## config.mk

```make
export PLATFORM = sky130hd
export DESIGN_NAME = mru_page_cache_directory
export DESIGN_NICKNAME = d
export VERILOG_FILES = /design/src/sv/mpcd_pkg.sv /design/src/sv/mpcd_cell.sv /design/src/sv/mru_page_cache_directory.sv
export SDC_FILE = /design/constraint.sdc
export NUM_CORES = 1
export LEC_CHECK = 0
export BUFFER_PORTS_ARGS = -buffer_cell sky130_fd_sc_hd__buf_2
export CELL_PAD_IN_SITES_DETAIL_PLACEMENT = 1
export CELL_PAD_IN_SITES_GLOBAL_PLACEMENT = 1
export CORE_MARGIN = 10
export CORE_UTILIZATION = 29
export DETAILED_ROUTE_END_ITERATION = 10
export GPL_TIMING_DRIVEN = 0
export PLACE_DENSITY_LB_ADDON = 0.1
export SYNTH_ARGS = -nofsm -noshare
export SYNTH_HDL_FRONTEND = slang
export SYNTH_SLANG_ARGS = --single-unit
export TNS_END_PERCENT = 1
```

## constraint.sdc

```tcl
create_clock -name clock -period 9.35 [get_ports clock]
set_input_delay 0.4675 -clock clock [delete_from_list [all_inputs] [get_ports clock]]
set_output_delay 0.4675 -clock clock [all_outputs]
set_load 0.05 [all_outputs]
```

## src/sv/mpcd_pkg.sv

```systemverilog
// Shared types and constants for the page cache directory.
// Used by the cell, the top level and the checker.
`default_nettype none

package mpcd_pkg;

   // request modes
   localparam logic MODE_LOOKUP = 1'b0;
   localparam logic MODE_INSERT = 1'b1;

   // configuration register indexes
   localparam int  CSR_INDEX_W   = 1;
   localparam int  CSR_DATA_W    = 5;
   localparam logic [CSR_INDEX_W-1:0] CSR_CAPACITY  = 1'd0;
   localparam logic [CSR_INDEX_W-1:0] CSR_WRITEBACK = 1'd1;
   localparam logic [CSR_DATA_W-1:0]  CAPACITY_RESET = 5'd16;

   typedef struct packed {
      logic        mode;
      logic [31:0] page_key;
      logic        dirty;
   } req_type;

   typedef struct packed {
      logic        hit;
      logic [3:0]  slot;
      logic        page_dirty;
      logic        evicted;
      logic        writeback;
      logic [31:0] evicted_key;
   } rsp_type;

   // per-cycle control broadcast to every cell
   typedef struct packed {
      logic shift_all;   // new entry enters the front, whole row moves back
      logic hit_move;    // matched entry goes to front, cells above it move back
   } ctrl_type;

endpackage

`default_nettype wire

```

## src/sv/mpcd_cell.sv

```systemverilog
// One position of the recency order: slot number, key, dirty mark, valid.
// Depends on mpcd_pkg for the control struct.
`default_nettype none

module mpcd_cell #(
   parameter int SLOT_W = 4
) (
   input  wire                    clock,
   input  wire                    reset,
   input  wire mpcd_pkg::ctrl_type ctrl,
   input  wire                    load,        // take the up_ entry in place
   input  wire  [31:0]            cmp_key,
   input  wire                    chain_in,    // match at a later position
   output logic                   chain_out,
   output logic                   match,
   input  wire                    up_valid,
   input  wire  [31:0]            up_key,
   input  wire                    up_dirty,
   input  wire  [SLOT_W-1:0]      up_slot,
   output logic                   valid,
   output logic [31:0]            key,
   output logic                   dirty,
   output logic [SLOT_W-1:0]      slot
);

   logic              valid_ff, valid_in;
   logic [31:0]       key_ff, key_in;
   logic              dirty_ff, dirty_in;
   logic [SLOT_W-1:0] slot_ff, slot_in;
   logic              shift;

   // compare and pass the match flag toward the front
   assign match     = valid_ff && (key_ff == cmp_key);
   assign chain_out = match | chain_in;
   assign shift     = ctrl.shift_all | (ctrl.hit_move & chain_out) | load;

   always_comb begin
      valid_in = valid_ff;
      key_in   = key_ff;
      dirty_in = dirty_ff;
      slot_in  = slot_ff;
      if (shift) begin
         valid_in = up_valid;
         key_in   = up_key;
         dirty_in = up_dirty;
         slot_in  = up_slot;
      end
   end

   always_ff @(posedge clock) begin
      if (reset) begin
         valid_ff <= 1'b0;
      end else begin
         valid_ff <= valid_in;
      end
      key_ff   <= key_in;
      dirty_ff <= dirty_in;
      slot_ff  <= slot_in;
   end

   assign valid = valid_ff;
   assign key   = key_ff;
   assign dirty = dirty_ff;
   assign slot  = slot_ff;

endmodule

`default_nettype wire

```

## src/sv/mru_page_cache_directory.sv

```systemverilog
// Page cache directory, fully associative, most-recently-used replacement.
// Each accepted item has its result registered and strobed in the next cycle.
// Throughput 1 item per cycle; busy stays low. The figure is set by the key compare in
// every cell and the one-step shift of the row of cells, both done in the same cycle.
// Synchronous reset empties the directory, capacity 16, write-back off; no clearing pass.
`default_nettype none

module mru_page_cache_directory #(
   parameter int SLOTS = 16
) (
   input  wire                                  clock,
   input  wire                                  reset,
   input  wire                                  start,
   output logic                                 busy,
   input  wire mpcd_pkg::req_type               req_item,
   output logic                                 rsp_valid,
   output mpcd_pkg::rsp_type                    rsp_item,
   input  wire                                  csr_we,
   input  wire  [mpcd_pkg::CSR_INDEX_W-1:0]     csr_index,
   input  wire  [mpcd_pkg::CSR_DATA_W-1:0]      csr_wdata
);

   localparam int SLOT_W = (SLOTS > 1) ? $clog2(SLOTS) : 1;
   localparam int CNT_W  = $clog2(SLOTS + 1);
   localparam int CMP_W  = (CNT_W > mpcd_pkg::CSR_DATA_W) ? CNT_W : mpcd_pkg::CSR_DATA_W;

   logic [mpcd_pkg::CSR_DATA_W-1:0] capacity_ff;
   logic                            writeback_ff;
   logic [CNT_W-1:0]                count_ff, count_in;
   logic                            rsp_valid_ff;
   mpcd_pkg::rsp_type               rsp_ff, rsp_in;

   // row of cells
   logic              c_valid [SLOTS];
   logic [31:0]       c_key   [SLOTS];
   logic              c_dirty [SLOTS];
   logic [SLOT_W-1:0] c_slot  [SLOTS];
   logic              c_match [SLOTS];
   logic              c_chain [SLOTS+1];

   mpcd_pkg::ctrl_type ctrl;
   logic               front_load;
   logic               accept;
   logic               any_hit;
   logic               is_insert;
   logic               full;
   logic [31:0]        hit_key;
   logic               hit_dirty;
   logic [SLOT_W-1:0]  hit_slot;
   logic               front_dirty;
   logic [31:0]        front_key;
   logic [SLOT_W-1:0]  front_slot;
   logic [CMP_W-1:0]   cap_x, eff_cap;

   assign busy      = 1'b0;
   assign accept    = start && !busy;
   assign is_insert = (req_item.mode == mpcd_pkg::MODE_INSERT);
   assign any_hit   = c_chain[0];
   assign c_chain[SLOTS] = 1'b0;

   genvar gi;
   generate
      for (gi = 0; gi < SLOTS; gi++) begin : g_cell
         if (gi == 0) begin : g_front
            mpcd_cell #(.SLOT_W(SLOT_W)) u_cell (
               .clock    (clock),
               .reset    (reset),
               .ctrl     (ctrl),
               .load     (front_load),
               .cmp_key  (req_item.page_key),
               .chain_in (c_chain[gi+1]),
               .chain_out(c_chain[gi]),
               .match    (c_match[gi]),
               .up_valid (1'b1),
               .up_key   (front_key),
               .up_dirty (front_dirty),
               .up_slot  (front_slot),
               .valid    (c_valid[gi]),
               .key      (c_key[gi]),
               .dirty    (c_dirty[gi]),
               .slot     (c_slot[gi])
            );
         end else begin : g_rest
            mpcd_cell #(.SLOT_W(SLOT_W)) u_cell (
               .clock    (clock),
               .reset    (reset),
               .ctrl     (ctrl),
               .load     (1'b0),
               .cmp_key  (req_item.page_key),
               .chain_in (c_chain[gi+1]),
               .chain_out(c_chain[gi]),
               .match    (c_match[gi]),
               .up_valid (c_valid[gi-1]),
               .up_key   (c_key[gi-1]),
               .up_dirty (c_dirty[gi-1]),
               .up_slot  (c_slot[gi-1]),
               .valid    (c_valid[gi]),
               .key      (c_key[gi]),
               .dirty    (c_dirty[gi]),
               .slot     (c_slot[gi])
            );
         end
      end
   endgenerate

   // matched entry; keys are unique among valid cells, so an OR of the hits
   always_comb begin
      hit_key   = '0;
      hit_dirty = 1'b0;
      hit_slot  = '0;
      for (int i = 0; i < SLOTS; i++) begin
         if (c_match[i]) begin
            hit_key   = hit_key | c_key[i];
            hit_dirty = hit_dirty | c_dirty[i];
            hit_slot  = hit_slot | c_slot[i];
         end
      end
   end

   // effective capacity: zero counts as one, saturate at the built slot count
   always_comb begin
      cap_x = CMP_W'(capacity_ff);
      if (capacity_ff == '0) begin
         eff_cap = CMP_W'(1);
      end else if (cap_x > CMP_W'(SLOTS)) begin
         eff_cap = CMP_W'(SLOTS);
      end else begin
         eff_cap = cap_x;
      end
   end

   assign full = (CMP_W'(count_ff) >= eff_cap) && (count_ff != '0);

   // request decode: new front entry, cell control, result, fill count
   always_comb begin
      ctrl        = '0;
      front_load  = 1'b0;
      count_in    = count_ff;
      front_key   = req_item.page_key;
      front_dirty = req_item.dirty;
      front_slot  = SLOT_W'(count_ff);
      rsp_in      = '0;
      if (any_hit) begin
         ctrl.hit_move = accept;
         front_key     = hit_key;
         front_dirty   = is_insert ? req_item.dirty : hit_dirty;
         front_slot    = hit_slot;
         rsp_in.hit        = 1'b1;
         rsp_in.slot       = 4'(hit_slot);
         rsp_in.page_dirty = front_dirty;
      end else if (is_insert) begin
         rsp_in.page_dirty = req_item.dirty;
         if (full) begin
            // evict the front entry and reuse its slot in place
            front_load         = accept;
            front_slot         = c_slot[0];
            rsp_in.slot        = 4'(c_slot[0]);
            rsp_in.evicted     = 1'b1;
            rsp_in.evicted_key = c_key[0];
            rsp_in.writeback   = c_dirty[0] & writeback_ff;
         end else begin
            ctrl.shift_all = accept;
            rsp_in.slot    = 4'(count_ff);
            if (accept) begin
               count_in = count_ff + CNT_W'(1);
            end
         end
      end
   end

   // configuration, fill count and result register
   always_ff @(posedge clock) begin
      if (reset) begin
         capacity_ff  <= mpcd_pkg::CAPACITY_RESET;
         writeback_ff <= 1'b0;
         count_ff     <= '0;
         rsp_valid_ff <= 1'b0;
      end else begin
         if (csr_we) begin
            case (csr_index)
               mpcd_pkg::CSR_CAPACITY:  capacity_ff  <= csr_wdata;
               mpcd_pkg::CSR_WRITEBACK: writeback_ff <= csr_wdata[0];
               default: ;
            endcase
         end
         count_ff     <= count_in;
         rsp_valid_ff <= accept;
      end
      if (accept) begin
         rsp_ff <= rsp_in;
      end
   end

   assign rsp_valid = rsp_valid_ff;
   assign rsp_item  = rsp_ff;

endmodule

`default_nettype wire

```

== Word level (Yosys, flattened, before mapping) ==
Index checks and enable logic that the tools add are counted.
W data, S select, Z words.

* Bits in registers: 660
* Output and inout port bits: 42
* Word-level logic and storage cells: 282

* $add $sub $neg: 1
* $lt $le $gt $ge: 2
* Equality and inequality tests: 16
* Mux-type cells: 67
* Bitwise operators: 98
* Reductions and logical operators: 24

{| class="wikitable"
|+ Operators by type and width
! cell !! count
|-
| $mux W32 || 17
|-
| $eq A32 B32 Y1 || 16
|-
| $or A32 B32 Y32 || 15
|-
| $mux W4 || 19
|-
| $or A4 B4 Y4 || 15
|-
| $or A1 B1 Y1 || 47
|-
| $mux W39 || 1
|-
| $mux W34 || 1
|-
| $mux W1 || 26
|-
| $and A1 B1 Y1 || 17
|-
| $logic_and A1 B1 Y1 || 17
|-
| $mux W5 || 3
|-
| $add A5 B1 Y5 const B || 1
|-
| $ge A5 B5 Y1 || 1
|-
| $gt A5 B5 Y1 const B || 1
|-
| $logic_not A5 Y1 || 1
|-
| $reduce_bool A5 Y1 || 1
|-
| $not A1 Y1 || 4
|-
| $reduce_and A2 Y1 || 2
|-
| $reduce_and A4 Y1 || 1
|-
| $reduce_or A3 Y1 || 1
|-
| $reduce_or A2 Y1 || 1
|}

== Logic depth before layout (Yosys ltp) ==
Gate-level depths: netlist (run 1).

* Depth in word-level cells: 35
* Gate-level depth with buffers: 14

== Cells and area by module ==
Synthesis (run 1) repeated with hierarchy kept, for this count alone.

* Cell total of the unflattened synthesis: 2,142
* Area total of the unflattened synthesis: 30,387.9 sq um

{| class="wikitable"
|+ By module, submodules not included
! module !! instances !! cells each !! area an instance (sq um)
|-
| mpcd_cell || 16 || 93 || 1,540.2
|-
| mru_page_cache_directory || 1 || 654 || 5,744.3
|}

== Worst setup path after synthesis (run 1) ==
OpenSTA, ideal clock, no wires.

* Path kind: input port to flip-flop
* From: input req_item[22] (netlist name)
* To: register g_cell[1].g_rest.u_cell.dirty_ff, enable pin
* Setup time: 0.457 ns
* Arrival time: 4.294 ns
* Setup slack: 4.599 ns
* Cell stages on the path: 9
* Buffers on the path: 1
* Cell sequence: buf_2 xnor2_1 nand4_1 or4_1 nor4_2 nor4_1 nand2_1 nor2_1 a31oi_1

* Word-level cells in the longest chain between the ends: 20

{| class="wikitable"
|+ RTL lines
! what !! line !! source
|-
| from (decl) || mru_page_cache_directory.sv:15 || <nowiki>input wire mpcd_pkg::req_type req_item,</nowiki>
|-
| $eq A32 B32 Y1 || mpcd_cell.sv:33 || <nowiki>assign match = valid_ff && (key_ff == cmp_key);</nowiki>
|-
| $logic_and A1 B1 Y1 || mpcd_cell.sv:33 ||
|-
| $or A1 B1 Y1 (15 in series) || mpcd_cell.sv:34 || <nowiki>assign chain_out = match | chain_in;</nowiki>
|-
| $mux W1 || mru_page_cache_directory.sv:143 || <nowiki>if (any_hit) begin</nowiki>
|-
| $and A1 B1 Y1 || mpcd_cell.sv:35 || <nowiki>assign shift = ctrl.shift_all | (ctrl.hit_move & chain_out) | load;</nowiki>
|-
| $or A1 B1 Y1 (*) || mpcd_cell.sv:35 ||
|-
| named net g_cell[1].g_rest.u_cell.shift || mpcd_cell.sv:30 || <nowiki>logic shift;</nowiki>
|-
| to (signal assigned) || mpcd_cell.sv:57 || <nowiki>dirty_ff <= dirty_in;</nowiki>
|-
| to (decl) || mpcd_cell.sv:28 || <nowiki>logic dirty_ff, dirty_in;</nowiki>
|}

Mark *: on every way through the listed nets, which the timed path passes. The rest lies on a longest branch.
A chain may end at the register's enable or synchronous reset.

== Worst setup path in the final report (run 1) ==
* From: register g_cell[13].g_rest.u_cell.key_ff[15]
* To: register g_cell[12].g_rest.u_cell.key_ff[28], enable pin

* Word-level cells in the longest chain between the ends: 19

{| class="wikitable"
|+ RTL lines
! what !! line !! source
|-
| from (decl) || mpcd_cell.sv:27 || <nowiki>logic [31:0] key_ff, key_in;</nowiki>
|-
| from (signal assigned) || mpcd_cell.sv:56 || <nowiki>key_ff <= key_in;</nowiki>
|-
| $eq A32 B32 Y1 (*) || mpcd_cell.sv:33 ||
|-
| $logic_and A1 B1 Y1 (*) || mpcd_cell.sv:33 ||
|-
| $or A1 B1 Y1 (*) (2 in series) || mpcd_cell.sv:34 ||
|-
| $or A1 B1 Y1 (12 in series) || mpcd_cell.sv:34 ||
|-
| $mux W1 || mru_page_cache_directory.sv:143 ||
|-
| $and A1 B1 Y1 || mpcd_cell.sv:35 ||
|-
| $or A1 B1 Y1 (*) || mpcd_cell.sv:35 ||
|-
| named net g_cell[12].g_rest.u_cell.shift || mpcd_cell.sv:30 ||
|-
| to (signal assigned) || mpcd_cell.sv:56 ||
|-
| to (decl) || mpcd_cell.sv:27 ||
|}

Marked as above.

==> results_dict.tcl, run 1 <==
set metrics [dict create \
    endpoint_kind "flip-flop" \
    cts_setup_buffers 0 \
    fp.dieH_um 332 \
    grt_first_pass_wirelength_mm 123 \
    worstHoldPathCells 2 \
    holdWs_ns 0.0611 \
    path_clk_slew_ns 0.05 \
    critical_path_class "reg2reg" \
    fin_crit_sh 0.519 \
    first_iter_violations 995 \
    synth-main-ff-cell "edfxtp_1" \
    hold_violations 0 \
    synth-seq-cells 660 \
    yosysTopAreaCell "edfxtp_1" \
    cts_inserted_buffers 77 \
    die_w_um 332 \
    post_cts_resized 0 \
    syn_avg_cell_area_sq_um 15.7 \
    antenna_found_initial 0 \
    min_from "csr_wdata[4]" \
    syn_nets 1843 \
    power_density_nw_per_um2 213 \
    firstDrtPassIters 5 \
    async_flop_share 0 \
    wl_per_cell_um 26.5 \
    multi_input_area_sq_um 7870 \
    setup_tns_ns 0 \
    worst_slew_pin_slew_ns 1.27 \
    ys_seq_area_frac 0.694 \
    p_leak_nw 11.1 \
    clock_sinks 660 \
    synth_cell_types 58 \
    rsz0062_at_grt "no" \
    status "finished clean" \
    initial_utilization 0.292 \
    worst_ep_arrival_time_ns 5.08 \
    ir_worst_vdd_uv 132 \
    synthTopCellsByArea "edfxtp_1 (67%), xor2_1 (12%), xnor2_1 (4.0%)" \
    grt_pass1_vias 16664 \
    slew_violations 0 \
    reg2reg_to "g_cell[12].g_rest.u_cell.key[28]" \
    io_pins 86 \
    period_needed_ns 4.85 \
    r2r-start "g_cell[13].g_rest.u_cell.key[15]" \
    portBuffers 53 \
    rows 114 \
    clockBufferDepth 3 \
    cp.required_ns 9.59 \
    hold_buffers 0 \
    wl_mm 86.8 \
    yosysWarnings 0 \
    dp_hpwl_mm 69.2 \
    seqCellArea_sq_um 19500 \
    nets 1990 \
    ant_nets 0 \
    setup_violations 0 \
    cts_tree "done" \
    htreeDepth 3 \
    track_usage 0.155 \
    grt_max_degree 49 \
    syn_area_sq_um 28200 \
    synthCells 1792 \
    hold_class "in2reg" \
    critPathLaunchType "flip-flop" \
    cts-root-buf "clkbuf_16" \
    reg2reg_slack_ns 4.50 \
    max_freq_mhz 206 \
    viasPerCell 4.57 \
    clock_latency_ns 0.64 \
    cap_violations 0 \
    die-area_sq_um 110000 \
    fin_skew_ns 0.0321 \
    slew_headroom 0.146 \
    fillCellCount 9900 \
    grt_overflow 0 \
    diodes 0 \
    hold_end "cap_x[4]" \
    yosysTopAreaCellShare 0.674 \
    core-area_sq_um 96600 \
    synth_edf_count 632 \
    ff2ff_path_depth 8 \
    crit_path_max_fanout 39 \
    vias 14968 \
    drive_above_1_share 0.142 \
    areaGrowthSynthToFinish_pct 16.7 \
    drc 0 \
    gp_congestion 0.892 \
]
## routing by layer
| metal | global-route usage | up-vias | part of all wire |
|---|---|---|---|
| met2 | 0.279 | 323 | 0.51 |
| met1 | 0.186 | 7580 | 0.42 |
| li1 | - | 6927 | - |
| met3 | 0.0239 | 138 | 0.033 |
| met5 | 0 | - | 0 |
| met4 | 0.0557 | 0 | 0.037 |
## cells in the mapped netlist, drive strengths merged (2+ instances only)
library cell and instances:
and3 10, and4 6, nand3 30, buf 70
clkbuf 38, dfxtp 28, a21oi 3, o21ai 7
or2 4, mux2 3, a221oi 11, a22oi 14
or3 2, and2 33, a21o 16, inv 14
o31ai 4, o221ai 2, nand2 36, ha 7
edfxtp 632, nor4 116, a22o 12, o21a 5
or4 7, mux2i 20, nor3 21, xor2 379
xnor2 130, nand3b 2, nor2 28, nand4 50
nor2b 3, nand4b 4, nand2b 32
## registers in the layout, summed over array words and instances, names as in the netlist
name and count:
cap_x 5, g_cell.g_rest.u_cell.valid 15, g_cell.g_front.u_cell.dirty 1, g_cell.g_front.u_cell.slot 4
g_cell.g_rest.u_cell.dirty 15, g_cell.g_front.u_cell.valid 1, rsp_item 40, g_cell.g_rest.u_cell.key 480
g_cell.g_front.u_cell.key 32, writeback_ff 1, count_ff 5, rsp_valid 1
g_cell.g_rest.u_cell.slot 60
## kinds of logic (layout without fill, tap and decap cells)
kind of cell | count (synthesis) | in the layout | synth area share
flip-flops | 660 | 660 | 0.694
XOR/XNOR | 509 | 509 | 0.158
AND/OR/NAND/NOR | 386 | 386 | 0.0844
buffers and inverters | 122 | 327 | 0.0291
AO/OA/AOI/OAI | 84 | 84 | 0.0230
multiplexers | 23 | 23 | 0.00831
adder cells (fa/ha/maj) | 7 | 7 | 0.00311
other | 1 | 1 | 0.000133
## worst max-delay path: stages, from the launching register on
cell and delay (ns):
edfxtp_1 0.41, xor2_1 0.43, nand3b_1 0.18, or4_4 0.15, nor4_1 0.07, a311oi_1 1.01
and4_4 0.47, a31o_2 0.89, a21o_2 0.81
## layout make-up
class / count / area share
Clock inverter: 49 / 0.0156
Buffer: 108 / 0.0233
Timing Repair Buffer: 68 / 0.0167
Tap cell: 1276 / 0.0486
Multi-Input combinational cell: 1010 / 0.240
Inverter: 14 / 0.00160
Sequential cell: 660 / 0.595
Clock buffer: 88 / 0.0599
## worst max-delay path by stage
stage	end	slack, ns	from
after floorplan	g_cell[1].g_rest.u_cell.dirty	4.60	req_item[22]
after global placement	g_cell[1].g_rest.u_cell.valid	1.53	req_item[12]
after detailed placement	g_cell[12].g_rest.u_cell.key[29]	3.89	req_item[32]
after CTS	g_cell[12].g_rest.u_cell.key[13]	4.44	g_cell[15].g_rest.u_cell.key[21]
after global routing	g_cell[12].g_rest.u_cell.key[23]	4.29	g_cell[13].g_rest.u_cell.key[15]
final	g_cell[12].g_rest.u_cell.key[28]	4.50	g_cell[13].g_rest.u_cell.key[15]
## cells in the final DEF (no fill, tap or decap), types with 4 or more instances in the layout
cell,n
a21o_1,13
a221oi_1,11
a22o_1,12
a22oi_1,14
and2_1,32
and3_1,10
and4_1,5
buf_12,12
buf_2,63
buf_4,32
buf_6,27
bufinv_16,9
clkbuf_1,48
clkbuf_16,77
clkinv_1,24
clkinv_2,7
clkinv_8,4
dfxtp_1,28
edfxtp_1,632
ha_1,7
inv_1,13
mux2i_1,20
nand2_1,36
nand2b_1,32
nand3_1,30
nand4_1,50
nand4b_1,4
nor2_1,26
nor3_1,17
nor4_1,104
nor4_2,7
nor4_4,5
o21a_2,4
o21ai_0,7
o31ai_1,4
or2_2,4
or4_1,5
xnor2_1,130
xor2_1,379
## metrics by stage
stage | worst slack [ns] | area (sq um) | total power [mW] | cells | utilization
after floorplan | 4.60 | 28200 | 3.82 | 1792 | -
after global placement | 1.53 | 30000 | 4.04 | 3121 | 0.311
after detailed placement | 3.89 | 30400 | 4.06 | 3136 | 0.315
after CTS | 4.44 | 32900 | 7.10 | 3273 | 0.340
after global routing | 4.29 | 32900 | 7.25 | 3273 | 0.340
final | 4.50 | 32900 | 7.00 | 3273 | 0.340
## where the power goes
part           leakage, nW  internal, mW  switching (mW)  total, mW
Sequential            6.19          3.38          0.0815       3.47
Combinational         3.76         0.164           0.353      0.516
Clock                 1.20          1.76            1.26       3.02
Note: power is estimated with default switching activity, not from simulation.
==> run 2, diff against run 1 <==
clock period = 4.8 ns   (was 9.35 ns; I/O delays follow)
==> run 2 against run 1 <==
Net effect: clock-buffer cell count did not move; critical path depth did not move; sequential power increased by 95%; core utilization up 0.13 points; die area is the same; register-to-register slack got worse by 4.2 ns; total power up 95%; design area up 0.39%; clock skew fell by 0.00082 ns; hold slack improved by 0.16 ns; critical path type unchanged; critical endpoint unchanged.
==> results_dict.tcl, run 2 (synthesized netlist as in run 1, its figures left out) <==
set metrics [dict create \
    status "finished clean" \
    worst_slew_pin_slew_ns 1.28 \
    rsz0062_at_grt "no" \
    cp.required_ns 5.03 \
    wl_per_cell_um 26.4 \
    cts_tree "done" \
    vias 14987 \
    die_w_um 332 \
    period_needed_ns 4.51 \
    final_cell_mix "edfxtp_1 (632), xor2_1 (379), xnor2_1 (130), nor4_1 (104), clkbuf_16 (77)" \
    core-area_sq_um 96600 \
    setup_violations 0 \
    placed_cell_area_sq_um 30400 \
    slew_violations 0 \
    first_iter_violations 986 \
    cts_setup_buffers 0 \
    antenna_found_initial 0 \
    fin_skew_ns 0.0313 \
    fillCellCount 9903 \
    slew_headroom 0.142 \
    grt_max_degree 49 \
    hold_violations 0 \
    cts_inserted_buffers 77 \
    fin_area_sq_um 33000 \
    max_freq_mhz 222 \
    routed.top_layer "met4" \
    rows 114 \
    portBuffers 53 \
    largest_reg_flops 480 \
    holdWs_ns 0.216 \
    fin_crit_sh 0.940 \
    clockBufferDepth 3 \
    p_leak_nw 11.2 \
    htreeDepth 3 \
    final_common_cell "edfxtp_1" \
    multi_input_area_sq_um 7890 \
    ir_worst_vdd_uv 256 \
    critical_path_class "reg2reg" \
    power_density_nw_per_um2 413 \
    grt_overflow 0 \
    viasPerCell 4.56 \
    power_mw 13.6 \
    wl_met2_mm 44.5 \
    endpoint_kind "flip-flop" \
    clock_latency_ns 0.64 \
    grt_pass1_vias 16718 \
    areaGrowthSynthToFinish_pct 17.1 \
    grt_first_pass_wirelength_mm 124 \
    seqCellArea_sq_um 19500 \
    diodes 0 \
    ant_nets 0 \
    initial_utilization 0.292 \
    cap_violations 0 \
    gp_congestion 0.892 \
    cts-root-buf "clkbuf_16" \
    die-area_sq_um 110000 \
    track_usage 0.156 \
    route.met3.wl_mm 2.83 \
    critPathLaunchType "flip-flop" \
    io_pins 86 \
    drc 0 \
    clock_sinks 660 \
    worst_ep_arrival_time_ns 4.75 \
    firstDrtPassIters 6 \
    fp.dieH_um 332 \
    dp_hpwl_mm 69.2 \
    met1_length_mm 36.2 \
    wl_mm 86.8 \
    crit_path_max_fanout 39 \
    hold_class "in2reg" \
    drive_above_1_share 0.141 \
    nets 2001 \
    path_clk_slew_ns 0.06 \
]
[run 2: changes by cell type in the layout (fill, tap and decap cells not counted), sizes merged]
| cell | delta |
|---|---|
| dlygate4sd3 | +11 |
[run 2: metal layers]
metal,vias to the layer above,global-route usage
met1,7580,0.186
met2,321,0.279
met5,-,0
met4,0,0.0557
met3,139,0.0239
li1,6947,-
[run 2: final cells by class]
cell class | count | share of cell area
flip-flops and latches | 660 | 0.592
clock buffers | 88 | 0.0597
multi-input cells | 1010 | 0.239
well taps | 1276 | 0.0484
clock inverters | 49 | 0.0156
inverters | 14 | 0.00159
plain buffers | 108 | 0.0233
repair buffers | 79 | 0.0200
[run 2: worst paths after layout]
check	slack (ns)	depth (start not counted)	from	endpoint
setup reg to reg	0.29	8	g_cell[13].g_rest.u_cell.key[15]	g_cell[12].g_rest.u_cell.key[28]
hold reg to reg	0.44	0	g_cell[4].g_rest.u_cell.slot[1]	g_cell[5].g_rest.u_cell.slot[1]
setup / recovery	0.29	8	g_cell[13].g_rest.u_cell.key[15]	g_cell[12].g_rest.u_cell.key[28]
hold / removal	0.22	3	req_item[27]	g_cell[0].g_front.u_cell.key[26]
[run 2: where the power goes]
group,switching (mW),internal (mW)
Sequential,0.159,6.59
Clock,2.44,3.43
Combinational,0.688,0.325
[run 2: timing repair]
action / CTS / global route
hold endpoints to repair: 9 / 0
gates resized for setup: 1 / 1
pin swaps: 0 / 0
hold buffers: 11 / 0
setup endpoints to repair: 38 / 19
[run 2: worst max-delay path: stages, from the launching register on]
cell      delay [ns]
edfxtp_1        0.40
xor2_1          0.43
nand3b_1        0.18
or4_4           0.15
nor4_1          0.07
a311oi_1        1.01
and4_4          0.48
a31o_4          0.57
a21o_2          0.80
[run 2: metrics by stage]
| stage | instances | setup TNS, ns | setup slack, ns | util |
|---|---|---|---|---|
| final | 3284 | 0 | 0.286 | 0.342 |
| after global routing | 3284 | 0 | 0.125 | 0.342 |
| after CTS | 3284 | 0 | 0.125 | 0.341 |
| after detailed placement | 3136 | -30.26 | -0.432 | 0.315 |
| after global placement | 3121 | -799.28 | -2.79 | 0.311 |
| after floorplan | 1792 | 0 | 0.276 | - |
